### src/hw/rtl/heat_diffusion_stencil_engine_assert.svh
// ----------------------------------------------------------------------------
// heat diffusion stencil engine assertion macros
// shared property wrappers for the rtl assertions
// ----------------------------------------------------------------------------
`ifndef HEAT_DIFFUSION_STENCIL_ENGINE_ASSERT_SVH
`define HEAT_DIFFUSION_STENCIL_ENGINE_ASSERT_SVH

// same-cycle implication
`define HDE_ASSERT_IMP(lbl, clk, rstn, ante, cons) \
    lbl: assert property (@(posedge clk) disable iff (!rstn) (ante) |-> (cons)) \
        else $error("hde assertion failed");

// next-cycle implication
`define HDE_ASSERT_NXT(lbl, clk, rstn, ante, cons) \
    lbl: assert property (@(posedge clk) disable iff (!rstn) (ante) |=> (cons)) \
        else $error("hde assertion failed");

`endif

### src/hw/rtl/hde_pkg.sv
// ----------------------------------------------------------------------------
// hde_pkg
// shared types and constants of the heat diffusion stencil engine
// ----------------------------------------------------------------------------
package hde_pkg;

    localparam int MAX_ROWS   = 64;
    localparam int MAX_COLS   = 64;
    localparam int ROW_W      = 6;
    localparam int COL_W      = 6;
    localparam int ADDR_W     = ROW_W + COL_W;
    localparam int CELLS      = MAX_ROWS * MAX_COLS;
    localparam int VAL_W      = 40;
    localparam int MAD_W      = 39;
    localparam int GAIN_W     = 17;
    localparam int ITER_W     = 20;
    localparam int SIZE_W     = 7;
    localparam int CNT_W      = 13;
    localparam int DIV_W      = 54;
    localparam int DIV_CNT_W  = 6;
    localparam int GAIN_ONE   = 65536;
    localparam int GAIN_SHIFT = 18;

    // signed 40-bit value limits at the width of the update sum
    localparam logic signed [43:0] SAT_MAX = 44'sh007FFFFFFFFF;
    localparam logic signed [43:0] SAT_MIN = -44'sh008000000000;

    typedef enum logic [1:0] {
        OP_WRITE = 2'd0,
        OP_RUN   = 2'd1,
        OP_CLEAR = 2'd2
    } t_opcode;

    typedef enum logic [1:0] {
        REG_ITERATIONS = 2'd0,
        REG_GAIN       = 2'd1,
        REG_ROWS       = 2'd2,
        REG_COLS       = 2'd3
    } t_reg_index;

    typedef enum logic [3:0] {
        S_CLR, S_IDLE, S_SW_RD, S_SW_LAST, S_SW_MUL, S_SW_WR,
        S_SUM_RD, S_SUM_LAST, S_AVG_GO, S_AVG_WAIT,
        S_DEV_RD, S_DEV_LAST, S_DEV_GO, S_DEV_WAIT, S_OUT
    } t_state;

    typedef struct packed {
        logic [ITER_W-1:0] iterations;
        logic [GAIN_W-1:0] gain;
        logic [SIZE_W-1:0] rows;
        logic [SIZE_W-1:0] cols;
    } t_cfg;

    typedef struct packed {
        logic [ADDR_W-1:0] raddr;
        logic              we0;
        logic              we1;
        logic [ADDR_W-1:0] waddr;
        logic [VAL_W-1:0]  wdata;
    } t_mem_req;

    typedef struct packed {
        logic              start;
        logic [DIV_W-1:0]  dividend;
        logic [CNT_W-1:0]  divisor;
    } t_div_req;

    typedef struct packed {
        logic              done;
        logic [DIV_W-1:0]  quotient;
    } t_div_rsp;

endpackage

### src/hw/rtl/hde_div.sv
// ----------------------------------------------------------------------------
// hde_div
// restoring unsigned divider, one quotient bit per cycle
// ----------------------------------------------------------------------------
module hde_div (
    input  logic              i_clk,
    input  logic              i_rst_n,
    input  hde_pkg::t_div_req i_req,
    output hde_pkg::t_div_rsp o_rsp
);
    import hde_pkg::*;

    logic                 r_busy;
    logic                 r_done;
    logic [DIV_CNT_W-1:0] r_cnt;
    logic [CNT_W-1:0]     r_rem;
    logic [CNT_W-1:0]     r_den;
    logic [DIV_W-1:0]     r_quo;
    logic [CNT_W:0]       rem_sh;
    logic                 ge;

    // trial subtract
    assign rem_sh = {r_rem, r_quo[DIV_W-1]};
    assign ge     = rem_sh >= {1'b0, r_den};

    // control
    always_ff @(posedge i_clk) begin
        if (!i_rst_n) begin
            r_busy <= 1'b0;
            r_done <= 1'b0;
            r_cnt  <= '0;
        end else begin
            r_done <= 1'b0;
            if (i_req.start) begin
                r_busy <= 1'b1;
                r_cnt  <= '0;
            end else if (r_busy) begin
                r_cnt <= r_cnt + 1'b1;
                if (r_cnt == DIV_CNT_W'(DIV_W - 1)) begin
                    r_busy <= 1'b0;
                    r_done <= 1'b1;
                end
            end
        end
    end

    // datapath
    always_ff @(posedge i_clk) begin
        if (i_req.start) begin
            r_rem <= '0;
            r_den <= i_req.divisor;
            r_quo <= i_req.dividend;
        end else if (r_busy) begin
            r_rem <= ge ? CNT_W'(rem_sh - {1'b0, r_den}) : rem_sh[CNT_W-1:0];
            r_quo <= {r_quo[DIV_W-2:0], ge};
        end
    end

    assign o_rsp.done     = r_done;
    assign o_rsp.quotient = r_quo;

endmodule

### config.mk
export PLATFORM = sky130hd
export DESIGN_NAME = hde_div
export DESIGN_NICKNAME = d
export VERILOG_FILES = /design/src/hw/rtl/heat_diffusion_stencil_engine_assert.svh /design/src/hw/rtl/hde_pkg.sv /design/src/hw/rtl/hde_div.sv
export SDC_FILE = /design/constraint.sdc
export NUM_CORES = 1
export LEC_CHECK = 0
export BUFFER_PORTS_ARGS = -buffer_cell sky130_fd_sc_hd__buf_2
export CELL_PAD_IN_SITES_DETAIL_PLACEMENT = 2
export CELL_PAD_IN_SITES_GLOBAL_PLACEMENT = 2
export CORE_MARGIN = 3
export CORE_UTILIZATION = 36
export CTS_CLUSTER_SIZE = 24
export DETAILED_ROUTE_END_ITERATION = 6
export PLACE_DENSITY_LB_ADDON = 0.1
export SLEW_MARGIN = 10
export SYNTH_ARGS = -nofsm -noshare
export SYNTH_HDL_FRONTEND = slang
export SYNTH_SLANG_ARGS = --single-unit
### constraint.sdc
create_clock -name i_clk -period 7.7 [get_ports i_clk]
set_input_delay 0.77 -clock i_clk [delete_from_list [all_inputs] [get_ports i_clk]]
set_output_delay 0.77 -clock i_clk [all_outputs]
set_load 0.005 [all_outputs]
## After elaboration in Yosys (flattened, before gate mapping)

Cells that the tools add are included.

| storage, ports and cells | value |
|---|---|
| bits in registers | 88 |
| output and inout bits | 55 |
| logic and storage cells | 22 |

| cells by class | value |
|---|---|
| add/subtract/negate cells | 2 |
| order comparisons | 1 |
| eq/ne operators | 1 |
| mux-type cells | 7 |
| bitwise gates (word level) | 2 |
| reduce and logical (&&, ||, !) cells | 3 |

Operators with widths:

| kind | number |
|---|---|
| $mux W54 | 2 |
| $ge A14 B13 Y1 | 1 |
| $mux W13 | 1 |
| $sub A13 B13 Y13 | 1 |
| $add A6 B1 Y6 const B | 1 |
| $eq A6 B6 Y1 const B | 1 |
| $mux W1 | 4 |
| $reduce_or A3 Y1 | 1 |
| $not A1 Y1 | 2 |
| $reduce_bool A2 Y1 | 1 |
| $reduce_or A2 Y1 | 1 |

## Longest topological paths before layout

| depth | value |
|---|---|
| depth in word-level cells | 4 |
| depth in mapped cells | 11 |
| mapped depth without buffers | 10 |

## Worst setup path before layout

Ideal clock, no wire load.

| path | value |
|---|---|
| kind | input port to flip-flop |
| start | input i_req[67] (netlist name) |
| end | register r_quo[0], enable pin |
| library setup time | 413 ps |
| arrival time | 2,555 ps |
| slack | 4,732 ps |
| cell stages on the path | 4 |
| cells stage by stage | clkbuf_1 -> clkbuf_1 -> inv_1 -> nand2_1 |

| on the way | value |
|---|---|
| cells in the longest elaborated chain, start to end | 1 |

RTL lines:

| element | RTL line | source |
|---|---|---|
| from (decl) | hde_div.sv:8 | `input hde_pkg::t_div_req i_req,` |
| $reduce_bool A2 Y1 (no line) | n/a |  |
| to (signal assigned) | hde_div.sv:52 | `r_quo <= i_req.dividend;` |
| to (signal assigned) | hde_div.sv:55 | `r_quo <= {r_quo[DIV_W-2:0], ge};` |
| to (decl) | hde_div.sv:18 | `logic [DIV_W-1:0] r_quo;` |

No other way between the ends.
A chain may end at the register's enable or synchronous reset.

## Final worst setup path

| path | value |
|---|---|
| start | register r_quo[53] |
| end | register r_quo[0] (data pin) |

| on the way | value |
|---|---|
| cells in the longest elaborated chain, start to end | 3 |

RTL lines:

| element | RTL line | source |
|---|---|---|
| $ge A14 B13 Y1 | hde_div.sv:24 | `assign ge = rem_sh >= {1'b0, r_den};` |
| $mux W54 | hde_div.sv:53 | `end else if (r_busy) begin` |
| $mux W54 | hde_div.sv:49 | `if (i_req.start) begin` |

No other way between the ends. The select of a mux whose other input is x is not followed.

==> metrics.txt <==
CP Data Required Time 7.80 ns; Hold Path Class register to register; drt initial violations 111; DP HPWL 8410 um; via count 3096; Die Footprint 13300 um2; most frequent cells in the layout buf_2 (123), edfxtp_1 (67), mux2_2 (54), nand2_1 (29), dfxtp_1 (21); Yosys reg bits 88; GRT overflow 0; Placed Instance Area 5050 um2; core footprint 11600 um2; vias per cell 5.14; CP endpoint kind register; met3 wire len 900 um; setup TNS 0 ns; Seq/Total Area, Yosys 0.566; most common cell after layout, fill and taps aside buf_2; Die H 115 um; top sig layer met5; clock skew 0.00735 ns; max frequency 362 MHz; width of the die 115 um; Sw Pwr 0.342 mW; number of remaining DRC errors 0; worst hold slack 0.487 ns; minimum clock period 2.77 ns; maxcap violations 0; Pwr Density 233 nW/um2; logic gate share of total power 0.185; IO buf count 124; largest net degree at the start of global routing 55; status finished clean; share of cells above drive strength 1 0.462; actual slew at the worst max-slew pin 0.714 ns; clock latency on the worst-skew pair 0.35 ns; peak supply drop 0.000139 V; Mapped Area 4300 um2; CTS tree done; number of global-route vias before repair 3541; area growth from synthesis to layout 24.1%; Sink Count 88; RePlAce Congestion 0.747; nets 540; Startpoint Class register; Critical Path Fanout Max 14; Register Area 2430 um2; first-pass GRT wire length 18500 um; wire length per cell 19.0 um; DRT met1 WL 4530 um; Post-synth EDFFs 67; clock root buffer clkbuf_16; Routed Antenna Nets 0; area of the multi-input gates 1730 um2; CTS Buf Count 9; number of H-tree levels 3; CP arrival 2.86 ns; critical setup path kind register to register; cell count after synthesis 332; IO Count 125; synth warn 0; Initial DRT Pass Iterations 4; CTS clk-pin slew, worst paths 0.06 ns; final WL 11500 um; initial antenna violation count 1; Clock Power Share 0.340; RSZ-0062 raised after global routing no; Sw Share 0.275; Hold Vio Cnt, Final 0; Slew Viols, Final 0; P_leak 2.22 nW; syn nets 418; Rows 39; Power, Total 1.24 mW; starting density of the core 0.372; post-cts hold buffer count 0; Setup Fix Bufs, Post-CTS 0; GRT Total Usage 0.182; sequential share of power 0.475; Antenna Cells 0; ys flop type edfxtp_1; reg2reg setup slack 4.93 ns; Detail Route met2 WL 5850 um; max_slew headroom 0.524; CTS max path bufs 2; Internal 0.901 mW; finished layout cell area 5340 um2; syn avg cell area 13.0 um2; ys async rst share 0; Synth cell types 45; FILL cells 1198; final setup violation count 0; post-cts resize count 0; final cycle utilization of the critical path 0.359
synth_stat cells, types with 2 or more instances:
| library cell | instances | area, um2 |
|---|---|---|
| nor2b_1 | 5 | 31.3 |
| o31ai_1 | 3 | 22.5 |
| nand4_1 | 5 | 31.3 |
| nand2_1 | 30 | 113 |
| a311oi_1 | 2 | 17.5 |
| buf_1 | 2 | 7.51 |
| o21ai_0 | 5 | 25.0 |
| o21a_1 | 3 | 22.5 |
| clkbuf_1 | 11 | 41.3 |
| edfxtp_1 | 67 | 2010 |
| xor2_1 | 7 | 61.3 |
| a311oi_2 | 10 | 150 |
| mux2_2 | 54 | 608 |
| nand3_1 | 4 | 20.0 |
| ha_1 | 15 | 188 |
| a21oi_1 | 10 | 50.1 |
| a31oi_1 | 2 | 12.5 |
| buf_4 | 2 | 15.0 |
| a211oi_1 | 3 | 22.5 |
| a21o_1 | 4 | 30.0 |
| dfxtp_1 | 21 | 420 |
| inv_1 | 18 | 67.6 |
| a211o_1 | 2 | 17.5 |
| xnor2_1 | 4 | 35.0 |
| mux2i_1 | 2 | 20.0 |
| o211ai_1 | 2 | 15.0 |
| nor2_1 | 19 | 71.3 |
| nand2b_1 | 3 | 18.8 |
state kept, by name (all words and copies together) (netlist names):
register / flops
r_busy: 1
r_cnt: 6
r_den: 13
r_done: 1
r_quo: 54
r_rem: 13
cells by family after synthesis:
kind of cell | after synthesis | synth area share
flops | 88 | 0.566
simple gates | 76 | 0.0832
fa+ha+maj | 16 | 0.0483
buf+inv | 34 | 0.0332
compound gates | 51 | 0.101
mux | 56 | 0.146
xor+xnor | 11 | 0.0224
power groups by stage:
stage | Combinational, mW | Clock, mW | Sequential (mW)
after floorplan | 0.144 | 0 | 0.598
after global placement | 0.228 | 0 | 0.597
after detailed placement | 0.234 | 0 | 0.600
after CTS | 0.236 | 0.437 | 0.592
after global routing | 0.258 | 0.456 | 0.598
final | 0.230 | 0.423 | 0.591
worst paths after layout:
kind,startpoint,endpoint,cells past startpoint
worst min register to register,r_cnt[5],r_cnt[5],2
worst max register to register,r_quo[53],r_quo[0],9
worst min-delay path,r_cnt[5],r_cnt[5],2
worst max-delay path,r_quo[53],r_quo[0],9
cell type report:
type | count | share of cell area
Sequential cell | 88 | 0.456
Multi-Input combinational cell | 210 | 0.324
Timing Repair Buffer | 127 | 0.121
Clock buffer | 10 | 0.0448
Tap cell | 143 | 0.0335
Inverter | 18 | 0.0127
Clock inverter | 6 | 0.00821
worst max-delay path: stages (launching register included):
cell      delay [ns]
edfxtp_1        0.43
inv_1           0.10
ha_1            0.17
inv_1           0.06
fa_1            0.40
a21o_1          0.24
a221oi_2        0.36
a211o_1         0.21
nand2_2         0.20
mux2_2          0.33
through the flow:
| stage | instances | utilization | setup slack (ns) |
|---|---|---|---|
| 6_report | 602 | 0.461 | 4.93 |
| 5_1_grt | 602 | 0.461 | 4.73 |
| 4_1_cts | 602 | 0.461 | 4.89 |
| 3_5_place_dp | 586 | 0.437 | 4.94 |
| 3_3_place_gp | 586 | 0.437 | 5.07 |
| 2_1_floorplan | 332 | - | 4.73 |
layer usage:
layer | global-route usage | up-vias
li1 | - | 1473
met1 | 0.206 | 1532
met2 | 0.301 | 73
met3 | 0.0921 | 16
met4 | 0.0548 | 2
met5 | 0 | -
No activity file was read; power rests on OpenSTA's default activity.
