<file path="src/hw/rtl/heat_diffusion_stencil_engine_assert.svh">
// ----------------------------------------------------------------------------
// heat diffusion stencil engine assertion macros
// shared property wrappers for the rtl assertions
// ----------------------------------------------------------------------------
`ifndef HEAT_DIFFUSION_STENCIL_ENGINE_ASSERT_SVH
`define HEAT_DIFFUSION_STENCIL_ENGINE_ASSERT_SVH

// same-cycle implication
`define HDE_ASSERT_IMP(lbl, clk, rstn, ante, cons) \
    lbl: assert property (@(posedge clk) disable iff (!rstn) (ante) |-> (cons)) \
        else $error("hde assertion failed");

// next-cycle implication
`define HDE_ASSERT_NXT(lbl, clk, rstn, ante, cons) \
    lbl: assert property (@(posedge clk) disable iff (!rstn) (ante) |=> (cons)) \
        else $error("hde assertion failed");

`endif

</file>
<file path="src/hw/rtl/hde_pkg.sv">
// ----------------------------------------------------------------------------
// hde_pkg
// shared types and constants of the heat diffusion stencil engine
// ----------------------------------------------------------------------------
package hde_pkg;

    localparam int MAX_ROWS   = 64;
    localparam int MAX_COLS   = 64;
    localparam int ROW_W      = 6;
    localparam int COL_W      = 6;
    localparam int ADDR_W     = ROW_W + COL_W;
    localparam int CELLS      = MAX_ROWS * MAX_COLS;
    localparam int VAL_W      = 40;
    localparam int MAD_W      = 39;
    localparam int GAIN_W     = 17;
    localparam int ITER_W     = 20;
    localparam int SIZE_W     = 7;
    localparam int CNT_W      = 13;
    localparam int DIV_W      = 54;
    localparam int DIV_CNT_W  = 6;
    localparam int GAIN_ONE   = 65536;
    localparam int GAIN_SHIFT = 18;

    // signed 40-bit value limits at the width of the update sum
    localparam logic signed [43:0] SAT_MAX = 44'sh007FFFFFFFFF;
    localparam logic signed [43:0] SAT_MIN = -44'sh008000000000;

    typedef enum logic [1:0] {
        OP_WRITE = 2'd0,
        OP_RUN   = 2'd1,
        OP_CLEAR = 2'd2
    } t_opcode;

    typedef enum logic [1:0] {
        REG_ITERATIONS = 2'd0,
        REG_GAIN       = 2'd1,
        REG_ROWS       = 2'd2,
        REG_COLS       = 2'd3
    } t_reg_index;

    typedef enum logic [3:0] {
        S_CLR, S_IDLE, S_SW_RD, S_SW_LAST, S_SW_MUL, S_SW_WR,
        S_SUM_RD, S_SUM_LAST, S_AVG_GO, S_AVG_WAIT,
        S_DEV_RD, S_DEV_LAST, S_DEV_GO, S_DEV_WAIT, S_OUT
    } t_state;

    typedef struct packed {
        logic [ITER_W-1:0] iterations;
        logic [GAIN_W-1:0] gain;
        logic [SIZE_W-1:0] rows;
        logic [SIZE_W-1:0] cols;
    } t_cfg;

    typedef struct packed {
        logic [ADDR_W-1:0] raddr;
        logic              we0;
        logic              we1;
        logic [ADDR_W-1:0] waddr;
        logic [VAL_W-1:0]  wdata;
    } t_mem_req;

    typedef struct packed {
        logic              start;
        logic [DIV_W-1:0]  dividend;
        logic [CNT_W-1:0]  divisor;
    } t_div_req;

    typedef struct packed {
        logic              done;
        logic [DIV_W-1:0]  quotient;
    } t_div_rsp;

endpackage

</file>
<file path="src/hw/rtl/hde_ctrl.sv">
// ----------------------------------------------------------------------------
// hde_ctrl
// sequencer and datapath: load, clear, stencil sweeps and report passes
// ----------------------------------------------------------------------------
`include "heat_diffusion_stencil_engine_assert.svh"

module hde_ctrl (
    input  logic                                i_clk,
    input  logic                                i_rst_n,
    input  logic                                i_in_valid,
    output logic                                o_in_ready,
    input  logic [1:0]                          i_opcode,
    input  logic [hde_pkg::ROW_W-1:0]           i_cell_row,
    input  logic [hde_pkg::COL_W-1:0]           i_cell_col,
    input  logic signed [hde_pkg::VAL_W-1:0]    i_cell_value,
    input  hde_pkg::t_cfg                       i_cfg,
    output hde_pkg::t_mem_req                   o_mem,
    input  logic [hde_pkg::VAL_W-1:0]           i_rd0,
    input  logic [hde_pkg::VAL_W-1:0]           i_rd1,
    output hde_pkg::t_div_req                   o_div,
    input  hde_pkg::t_div_rsp                   i_div,
    output logic                                o_out_valid,
    input  logic                                i_out_ready,
    output logic signed [hde_pkg::VAL_W-1:0]    o_average,
    output logic [hde_pkg::MAD_W-1:0]           o_mad
);
    import hde_pkg::*;

    t_state r_state, n_state;

    logic                     r_front;
    logic [ADDR_W-1:0]        r_clr;
    logic [ROW_W-1:0]         r_row;
    logic [COL_W-1:0]         r_col;
    logic [2:0]               r_k;
    logic                     r_pend;
    logic [2:0]               r_pk;
    logic                     r_pm;
    logic signed [VAL_W-1:0]  r_v;
    logic signed [41:0]       r_s;
    logic signed [60:0]       r_p;
    logic [ITER_W-1:0]        r_iter;
    logic signed [51:0]       r_sum;
    logic                     r_neg;
    logic signed [VAL_W-1:0]  r_avg;
    logic [52:0]              r_dev;
    logic [MAD_W-1:0]         r_mad;
    logic                     r_out_valid;
    logic signed [VAL_W-1:0]  r_out_avg;
    logic [MAD_W-1:0]         r_out_mad;

    logic [SIZE_W-1:0]        rows_c, cols_c;
    logic [ROW_W-1:0]         rows_m1;
    logic [COL_W-1:0]         cols_m1;
    logic [CNT_W-1:0]         cells_n;
    logic [GAIN_W-1:0]        gain_c;
    logic                     last_cell;
    logic                     last_iter;
    logic                     accept;
    logic                     out_load;
    logic [ADDR_W-1:0]        nb_addr;
    logic                     nb_mask;
    logic signed [VAL_W-1:0]  g;
    logic signed [42:0]       d;
    logic signed [60:0]       prod;
    logic signed [60:0]       rnd;
    logic signed [42:0]       t_inc;
    logic signed [43:0]       nv;
    logic signed [VAL_W-1:0]  nv_sat;
    logic signed [40:0]       diff;
    logic [40:0]              diff_abs;
    logic [51:0]              sum_mag;
    logic [VAL_W-1:0]         q_lo;

    // clamped sizes and gain
    always_comb begin
        if (i_cfg.rows == '0) rows_c = SIZE_W'(1);
        else if (i_cfg.rows > SIZE_W'(MAX_ROWS)) rows_c = SIZE_W'(MAX_ROWS);
        else rows_c = i_cfg.rows;
        if (i_cfg.cols == '0) cols_c = SIZE_W'(1);
        else if (i_cfg.cols > SIZE_W'(MAX_COLS)) cols_c = SIZE_W'(MAX_COLS);
        else cols_c = i_cfg.cols;
        gain_c = (i_cfg.gain > GAIN_W'(GAIN_ONE)) ? GAIN_W'(GAIN_ONE) : i_cfg.gain;
    end

    assign rows_m1   = ROW_W'(rows_c - 1'b1);
    assign cols_m1   = COL_W'(cols_c - 1'b1);
    assign cells_n   = CNT_W'(rows_c * cols_c);
    assign last_cell = (r_row == rows_m1) && (r_col == cols_m1);
    assign last_iter = ({1'b0, r_iter} + 1'b1) == {1'b0, i_cfg.iterations};
    assign accept    = i_in_valid && (r_state == S_IDLE);
    assign out_load  = (r_state == S_OUT) && (!r_out_valid || i_out_ready);

    // stencil tap address and in-grid mask
    always_comb begin
        unique case (r_k)
            3'd0: begin nb_addr = {r_row, r_col};                 nb_mask = 1'b1;              end
            3'd1: begin nb_addr = {r_row, COL_W'(r_col - 1'b1)};  nb_mask = (r_col != '0);     end
            3'd2: begin nb_addr = {r_row, COL_W'(r_col + 1'b1)};  nb_mask = (r_col != cols_m1); end
            3'd3: begin nb_addr = {ROW_W'(r_row - 1'b1), r_col};  nb_mask = (r_row != '0);     end
            3'd4: begin nb_addr = {ROW_W'(r_row + 1'b1), r_col};  nb_mask = (r_row != rows_m1); end
            default: begin nb_addr = {r_row, r_col};              nb_mask = 1'b0;              end
        endcase
    end

    // arithmetic
    assign g        = r_front ? i_rd1 : i_rd0;
    assign d        = {r_s[41], r_s} - {r_v[VAL_W-1], r_v, 2'b00};
    assign prod     = d * $signed({1'b0, gain_c});
    assign rnd      = (r_p + 61'sd131072) >>> GAIN_SHIFT;
    assign t_inc    = rnd[42:0];
    assign nv       = {{4{r_v[VAL_W-1]}}, r_v} + {t_inc[42], t_inc};
    assign nv_sat   = (nv > SAT_MAX) ? SAT_MAX[VAL_W-1:0] :
                      (nv < SAT_MIN) ? SAT_MIN[VAL_W-1:0] : nv[VAL_W-1:0];
    assign diff     = {g[VAL_W-1], g} - {r_avg[VAL_W-1], r_avg};
    assign diff_abs = diff[40] ? 41'(-diff) : 41'(diff);
    assign sum_mag  = r_sum[51] ? 52'(-r_sum) : 52'(r_sum);
    assign q_lo     = i_div.quotient[VAL_W-1:0];

    // next state
    always_comb begin
        n_state = r_state;
        unique case (r_state)
            S_CLR:      if (r_clr == '1) n_state = S_IDLE;
            S_IDLE: begin
                if (i_in_valid && i_opcode == OP_RUN) begin
                    n_state = (gain_c == '0 || i_cfg.iterations == '0) ? S_SUM_RD : S_SW_RD;
                end else if (i_in_valid && i_opcode == OP_CLEAR) begin
                    n_state = S_CLR;
                end
            end
            S_SW_RD:    if (r_k == 3'd4) n_state = S_SW_LAST;
            S_SW_LAST:  n_state = S_SW_MUL;
            S_SW_MUL:   n_state = S_SW_WR;
            S_SW_WR:    n_state = (last_cell && last_iter) ? S_SUM_RD : S_SW_RD;
            S_SUM_RD:   if (last_cell) n_state = S_SUM_LAST;
            S_SUM_LAST: n_state = S_AVG_GO;
            S_AVG_GO:   n_state = S_AVG_WAIT;
            S_AVG_WAIT: if (i_div.done) n_state = S_DEV_RD;
            S_DEV_RD:   if (last_cell) n_state = S_DEV_LAST;
            S_DEV_LAST: n_state = S_DEV_GO;
            S_DEV_GO:   n_state = S_DEV_WAIT;
            S_DEV_WAIT: if (i_div.done) n_state = S_OUT;
            S_OUT:      if (out_load) n_state = S_IDLE;
            default:    n_state = S_IDLE;
        endcase
    end

    // memory and divider requests
    always_comb begin
        o_mem        = '0;
        o_div        = '0;
        o_div.divisor = cells_n;
        o_in_ready   = (r_state == S_IDLE);
        unique case (r_state)
            S_CLR: begin
                o_mem.we0   = 1'b1;
                o_mem.we1   = 1'b1;
                o_mem.waddr = r_clr;
            end
            S_IDLE: begin
                if (accept && i_opcode == OP_WRITE) begin
                    o_mem.we0   = !r_front;
                    o_mem.we1   = r_front;
                    o_mem.waddr = {i_cell_row, i_cell_col};
                    o_mem.wdata = i_cell_value;
                end
            end
            S_SW_RD:  o_mem.raddr = nb_addr;
            S_SW_WR: begin
                o_mem.we0   = r_front;
                o_mem.we1   = !r_front;
                o_mem.waddr = {r_row, r_col};
                o_mem.wdata = nv_sat;
            end
            S_SUM_RD, S_DEV_RD: o_mem.raddr = {r_row, r_col};
            S_AVG_GO: begin
                o_div.start    = 1'b1;
                o_div.dividend = {2'b00, sum_mag};
            end
            S_DEV_GO: begin
                o_div.start    = 1'b1;
                o_div.dividend = {1'b0, r_dev};
            end
            default: o_mem.raddr = '0;
        endcase
    end

    // control registers
    always_ff @(posedge i_clk) begin
        if (!i_rst_n) begin
            r_state     <= S_CLR;
            r_front     <= 1'b0;
            r_clr       <= '0;
            r_pend      <= 1'b0;
            r_k         <= '0;
            r_row       <= '0;
            r_col       <= '0;
            r_iter      <= '0;
            r_out_valid <= 1'b0;
        end else begin
            r_state <= n_state;
            r_pend  <= (r_state == S_SW_RD) || (r_state == S_SUM_RD) ||
                       (r_state == S_DEV_RD);
            if (r_state == S_CLR) r_clr <= r_clr + 1'b1;
            if (r_state == S_SW_RD) r_k <= (r_k == 3'd4) ? 3'd0 : r_k + 1'b1;
            // cell walk
            if (accept) begin
                r_row  <= '0;
                r_col  <= '0;
                r_iter <= '0;
                r_k    <= '0;
            end else if (r_state == S_SW_WR || r_state == S_SUM_RD ||
                         r_state == S_DEV_RD) begin
                if (last_cell) begin
                    r_row <= '0;
                    r_col <= '0;
                end else if (r_col == cols_m1) begin
                    r_row <= r_row + 1'b1;
                    r_col <= '0;
                end else begin
                    r_col <= r_col + 1'b1;
                end
            end
            // bank swap at sweep end
            if (r_state == S_SW_WR && last_cell) begin
                r_front <= !r_front;
                r_iter  <= r_iter + 1'b1;
            end
            // output register
            if (out_load) r_out_valid <= 1'b1;
            else if (i_out_ready) r_out_valid <= 1'b0;
        end
    end

    // datapath registers
    always_ff @(posedge i_clk) begin
        r_pk <= r_k;
        r_pm <= nb_mask;
        if (accept || r_state == S_SW_WR) r_s <= '0;
        if (accept) begin
            r_sum <= '0;
            r_dev <= '0;
        end
        if (r_pend) begin
            unique case (r_state)
                S_SW_RD, S_SW_LAST: begin
                    if (r_pk == 3'd0) r_v <= g;
                    else if (r_pm) r_s <= r_s + {{2{g[VAL_W-1]}}, g};
                end
                S_SUM_RD, S_SUM_LAST: r_sum <= r_sum + {{12{g[VAL_W-1]}}, g};
                S_DEV_RD, S_DEV_LAST: r_dev <= r_dev + {12'b0, diff_abs};
                default: r_sum <= r_sum;
            endcase
        end
        if (r_state == S_SW_MUL) r_p <= prod;
        if (r_state == S_AVG_GO) r_neg <= r_sum[51];
        if (r_state == S_AVG_WAIT && i_div.done) r_avg <= r_neg ? VAL_W'(-q_lo) : q_lo;
        if (r_state == S_DEV_WAIT && i_div.done) begin
            r_mad <= (i_div.quotient > DIV_W'(SAT_MAX)) ? '1 : i_div.quotient[MAD_W-1:0];
        end
        if (out_load) begin
            r_out_avg <= r_avg;
            r_out_mad <= r_mad;
        end
    end

    assign o_out_valid = r_out_valid;
    assign o_average   = r_out_avg;
    assign o_mad       = r_out_mad;

    // checks
    `HDE_ASSERT_IMP(a_dual_write_only_clear, i_clk, i_rst_n,
        o_mem.we0 && o_mem.we1, r_state == S_CLR)
    `HDE_ASSERT_IMP(a_sweep_writes_back_bank, i_clk, i_rst_n,
        r_state == S_SW_WR, (o_mem.we0 == r_front) && (o_mem.we1 != r_front))
    `HDE_ASSERT_IMP(a_taps_drained_before_mul, i_clk, i_rst_n,
        r_state == S_SW_MUL, !r_pend)
    `HDE_ASSERT_NXT(a_div_start_then_wait, i_clk, i_rst_n,
        o_div.start, r_state == S_AVG_WAIT || r_state == S_DEV_WAIT)

endmodule

</file>
<file path="config.mk">
export PLATFORM = sky130hd
export DESIGN_NAME = hde_ctrl
export DESIGN_NICKNAME = d
export VERILOG_FILES = /design/src/hw/rtl/hde_pkg.sv /design/src/hw/rtl/hde_ctrl.sv
export VERILOG_INCLUDE_DIRS = /design/src /design/src/hw/rtl
export SDC_FILE = /design/constraint.sdc
export NUM_CORES = 2
export LEC_CHECK = 0
export ABC_AREA = 0
export BUFFER_PORTS_ARGS = -buffer_cell sky130_fd_sc_hd__buf_4
export CAP_MARGIN = 40
export CORE_ASPECT_RATIO = 0.5
export CORE_MARGIN = 3
export CORE_UTILIZATION = 60
export CTS_CLUSTER_DIAMETER = 200
export DETAILED_ROUTE_END_ITERATION = 10
export PLACE_DENSITY_LB_ADDON = 0.12
export SLEW_MARGIN = 20
export SYNTH_ARGS = -nofsm -noshare
export SYNTH_HDL_FRONTEND = slang
export SYNTH_SLANG_ARGS = --single-unit
export TNS_END_PERCENT = 100
</file>
<file path="constraint.sdc">
create_clock -name i_clk -period 27.6 [get_ports i_clk]
set_input_delay 4.14 -clock i_clk [delete_from_list [all_inputs] [get_ports i_clk]]
set_output_delay 4.14 -clock i_clk [all_outputs]
set_load 0.03 [all_outputs]
</file>
# ---- Word level (Yosys, flattened, before mapping)
# Index checks and enable logic that the tools add are counted.
dict set report totals {
  ff_bits 465
  input_bits 244
  out_inout_bits 215
  word_cells 176
}
dict set report classes {
  n_addsub 20
  multipliers 2
  magnitude_cmp 6
  n_eq_ne 35
  muxes 50
  n_bitwise 1
  reduce_logical 41
}
# operator n
set ops {}
lappend ops {{42-bit two-way mux} 5}
lappend ops {{40-bit two-way mux} 4}
lappend ops {{53-bit two-way mux} 3}
lappend ops {{52-bit two-way mux} 3}
lappend ops {{55-bit case mux with 2 select lines} 1}
lappend ops {{52-bit case mux with 2 select lines} 1}
lappend ops {{40-bit case mux with 2 select lines} 1}
lappend ops {{61-bit by 19-bit adder with 61-bit output, second input constant} 1}
lappend ops {{43-bit by 18-bit multiplier with 61-bit output} 1}
lappend ops {{4-bit case mux with 15 select lines} 1}
lappend ops {{54-bit by 39-bit > comparator with 1-bit output, second input constant} 1}
lappend ops {{54-bit two-way mux} 1}
lappend ops {{53-bit by 41-bit adder with 53-bit output} 1}
lappend ops {{52-bit adder} 1}
lappend ops {{52-bit negation} 1}
lappend ops {{12-bit case mux with 4 select lines} 1}
lappend ops {{40-bit by 43-bit adder with 44-bit output} 1}
lappend ops {{44-bit by 40-bit > comparator with 1-bit output, second input constant} 1}
lappend ops {{44-bit by 40-bit less-than comparator with 1-bit output, second input constant} 1}
lappend ops {{42-bit by 42-bit subtractor with 43-bit output} 1}
lappend ops {{42-bit adder} 1}
lappend ops {{14-bit case mux with 3 select lines} 1}
lappend ops {{41-bit two-way mux} 1}
lappend ops {{41-bit negation} 1}
lappend ops {{53 further kinds} 120}

# ---- Logic depth before layout (Yosys ltp)
dict set report depth {
  ltp_word 9
  depth_mapped 39
  depth_no_buf 38
}

# ---- Worst setup path before layout
# OpenSTA, ideal clock, no wires.
dict set report synth_path {
  kind {input-to-output}
  startpoint {in i_cfg[8] in the netlist's numbering}
  endpoint {out o_div[12] in the netlist's numbering}
  t_arrival_ns 8.771
  required_time_ns 23.460
  slack_ns 14.689
  cell_stages 19
  path_buffers 0
  path_cell_list {or4_1 nor2_1 nor2_1 nor2_1 nand2_1 fa_1 fa_1 fa_1 inv_1 fa_1 ha_1 nor2b_1 o21ai_0 a21oi_1 o21a_1 nor2_1 o21bai_1 a21oi_1 xnor2_1}
}
# element line
set synth_lines {}
lappend synth_lines {{from (decl)} hde_ctrl.sv:16} ;# input hde_pkg::t_cfg i_cfg,
lappend synth_lines {{to (decl)} hde_ctrl.sv:20} ;# output hde_pkg::t_div_req o_div,

==> run metrics <==
outcome complete, but fails checks; failing checks design-rule violations; ys flop type edfxtp_1; clock buffer depth 3; CP Capture Type output pin; final worst path period share 0.486; DIE AREA 108,000 sq um; Worst Setup EP o_div[12]; RSZ-0062 raised after global routing false; r2r setup slk 16.76 ns; Post-CTS Setup Inserts 0; first-pass GRT wire length 312,000 um; Crit Reg-Reg Endpoint r_p[60]; Setup crit start kind input port; Hold Slack 0.413 ns; Root Driver clkbuf_16; Worst Max-Slew Pin Slew 0.893 ns; Post-Route WL 204,000 um; Resized cells post-CTS 0; Area Overhead vs Synth 11.0%; Setup crit start i_cfg[8]; IO Pins 459; CTS tree built; CTS buffer count 47; Mapped Area 62,300 sq um; final setup TNS 0 ns; Die Span X 462 um; Final GP Congestion 1.00; worst hold path class reg -> reg; Core Box Area 102,000 sq um; Worst-path clk slew 0.06 ns; RR Startpoint r_v[0]; Peak VDD IR 159 uV; syn_nets 8,672; Clock Skew 0.0218 ns; largest net degree at the start of global routing 74; worst-path maximum fanout 4; Antenna Cells 0; max_cap viols 0; Port Buffers 457; Req. time, crit path 23.46 ns; post-synthesis cell type count 96; Final Hold Viols 0; final setup vio count 0; Starting DRT DRC Count 5,414; Post-DP HPWL 161,000 um; Final Max Slew Viols 0; ANT nets after route 0; Fillers 8,205; initial antenna violation count 6; Area after DPL 67,400 sq um; Vias 55,600; Post-synth ARST share 0; Leak Pwr 32.0 nW; htree depth 2; clock latency on the worst-skew pair 0.63 ns; Via-to-Cell Ratio 6.19; WL/cell 22.7 um; Post-synth EDFFs 295; Starting Density 0.614; M1 WL 84,100 um; std cell rows 82; most frequent cells in the layout 1,021 x inv_1, 916 x nand2_1, 713 x fa_1; CP Class in -> out; pwr dens 79.7 nW/um^2; FF-to-FF path depth 33; Cells after Synth 7,273; GRT Util Overall 0.370; fmax 0.0745 GHz; DR DRC count 1; fin crit period 13.42 ns; hold buffer count at CTS 0; Die Y 234 um; worst path arrival time 9.28 ns; NumNets Final 8,990; YS warnings 0; GRT overflow 0; relative slew slack 0.400; # clock sinks 448; Power Total 5.51 mW; Yosys reg bits 448; mean area per synthesized cell 8.57 sq um; drt first pass iters 10; WL met2 89,100 um; hold path start r_k[1]; share of cells above drive strength 1 0.109; top layer in use met5; vias in the first global route 54,800; post-route cell area 69,200 sq um; Met3 Wirelength 21,400 um; leading cell type in the layout, fill and taps excluded inv_1; Seq/Total Area, Yosys 0.191
==> state kept, by name (all words and copies together), names as in the netlist, 6 cells and up <==
register and cells:
r_clr 12, r_p 44, o_mad 39, r_iter 20, r_v 40, r_avg 40
r_mad 39, r_s 42, r_dev 53, o_average 40, r_col 6, r_sum 52
r_row 6
==> report_power, final <==
group	total (mW)	switching, mW	internal (mW)
sequential	0.904	0.0234	0.881
clock	0.703	0.302	0.401
combinational	3.90	2.37	1.54
total	5.51	2.69	2.82
==> worst min path at each step <==
stage                         end  slack (ns)  depth (start not counted)
after floorplan           r_pk[1]        0.38                          0
after global placement    r_pk[1]        0.40                          0
after detailed placement  r_pk[1]        0.40                          0
after CTS                 r_pk[1]        0.41                          0
after global routing      r_pk[1]        0.41                          0
final                     r_pk[1]        0.41                          0
==> final cells by class <==
cell class | instances | area (sq um) | area share
multi-input combinational | 5500 | 45600 | 0.660
sequential | 448 | 11900 | 0.172
timing repair buffer | 572 | 4410 | 0.0638
inverter | 1022 | 3840 | 0.0555
tap | 1344 | 1680 | 0.0243
clock buffer | 63 | 1370 | 0.0198
clock inverter | 25 | 320 | 0.00463
==> logic make-up (layout without fill, tap and decap cells) <==
logic type / Yosys count / in the layout / synth area share
AND/OR/NAND/NOR: 2304 / 2304 / 0.176
AO/OA/AOI/OAI: 1469 / 1469 / 0.152
buffers and inverters: 1325 / 1682 / 0.0799
adder cells (fa/ha/maj): 1155 / 1155 / 0.318
XOR/XNOR: 516 / 516 / 0.0725
flip-flops: 448 / 448 / 0.191
multiplexers: 55 / 55 / 0.00981
other: 1 / 1 / 0.0000602
==> routing by layer <==
| metal | track usage | vias to the layer above |
|---|---|---|
| met2 | 0.567 | 2766 |
| met5 | 0 | - |
| met1 | 0.514 | 27300 |
| met4 | 0.149 | 6 |
| met3 | 0.0800 | 494 |
| li1 | - | 25000 |
==> cells in the mapped netlist, drive strengths merged, types with 17 or more instances <==
library cell	count	share of area
nor2b	89	0.0089
dfxtp	153	0.049
or4	27	0.0035
o21bai	41	0.0049
and3	74	0.0074
edfxtp	295	0.14
and2	159	0.016
nor4	37	0.0038
o41ai	19	0.0027
a311oi	21	0.0030
nand4	49	0.0049
o211ai	33	0.0040
nand2b	74	0.0075
xnor2	303	0.043
and4	20	0.0028
nor2	404	0.024
nor3b	31	0.0037
xor2	213	0.030
ha	442	0.089
o31ai	56	0.0073
or3	36	0.0037
a21boi	18	0.0022
mux2	39	0.0070
a211oi	40	0.0048
nand2	919	0.055
nand3	181	0.015
a21o	156	0.019
inv	1021	0.061
o21a	53	0.0064
clkbuf	286	0.017
buf	17	0.0011
o21ai	405	0.033
a31oi	65	0.0065
a21oi	349	0.028
a221o	30	0.0048
nor3	106	0.0087
or2	65	0.0066
fa	713	0.23
==> critical path: stages <==
cell and delay (ns):
buf_4 0.12, or4_1 0.53, nor2_1 0.14, nor2_1 0.07, nor2_1 0.20, nand2_1 0.12, fa_1 0.53, fa_1 0.53
fa_1 0.55, inv_1 0.06, fa_1 0.48, ha_1 0.35, nor2b_1 0.14, o21ai_0 0.24, a21oi_1 0.14, o21a_1 0.18
nor2_1 0.16, o21bai_1 0.09, a21oi_1 0.17, xnor2_1 0.15, buf_4 0.19
==> stage by stage <==
step	util	cells	setup slack, ns
after floorplan	-	7273	14.69
after global placement	0.661	8863	14.27
after detailed placement	0.663	8876	14.12
after CTS	0.680	8964	14.18
after global routing	0.681	8974	13.96
final	0.681	8974	14.18
No activity file was read; power rests on OpenSTA's default activity.
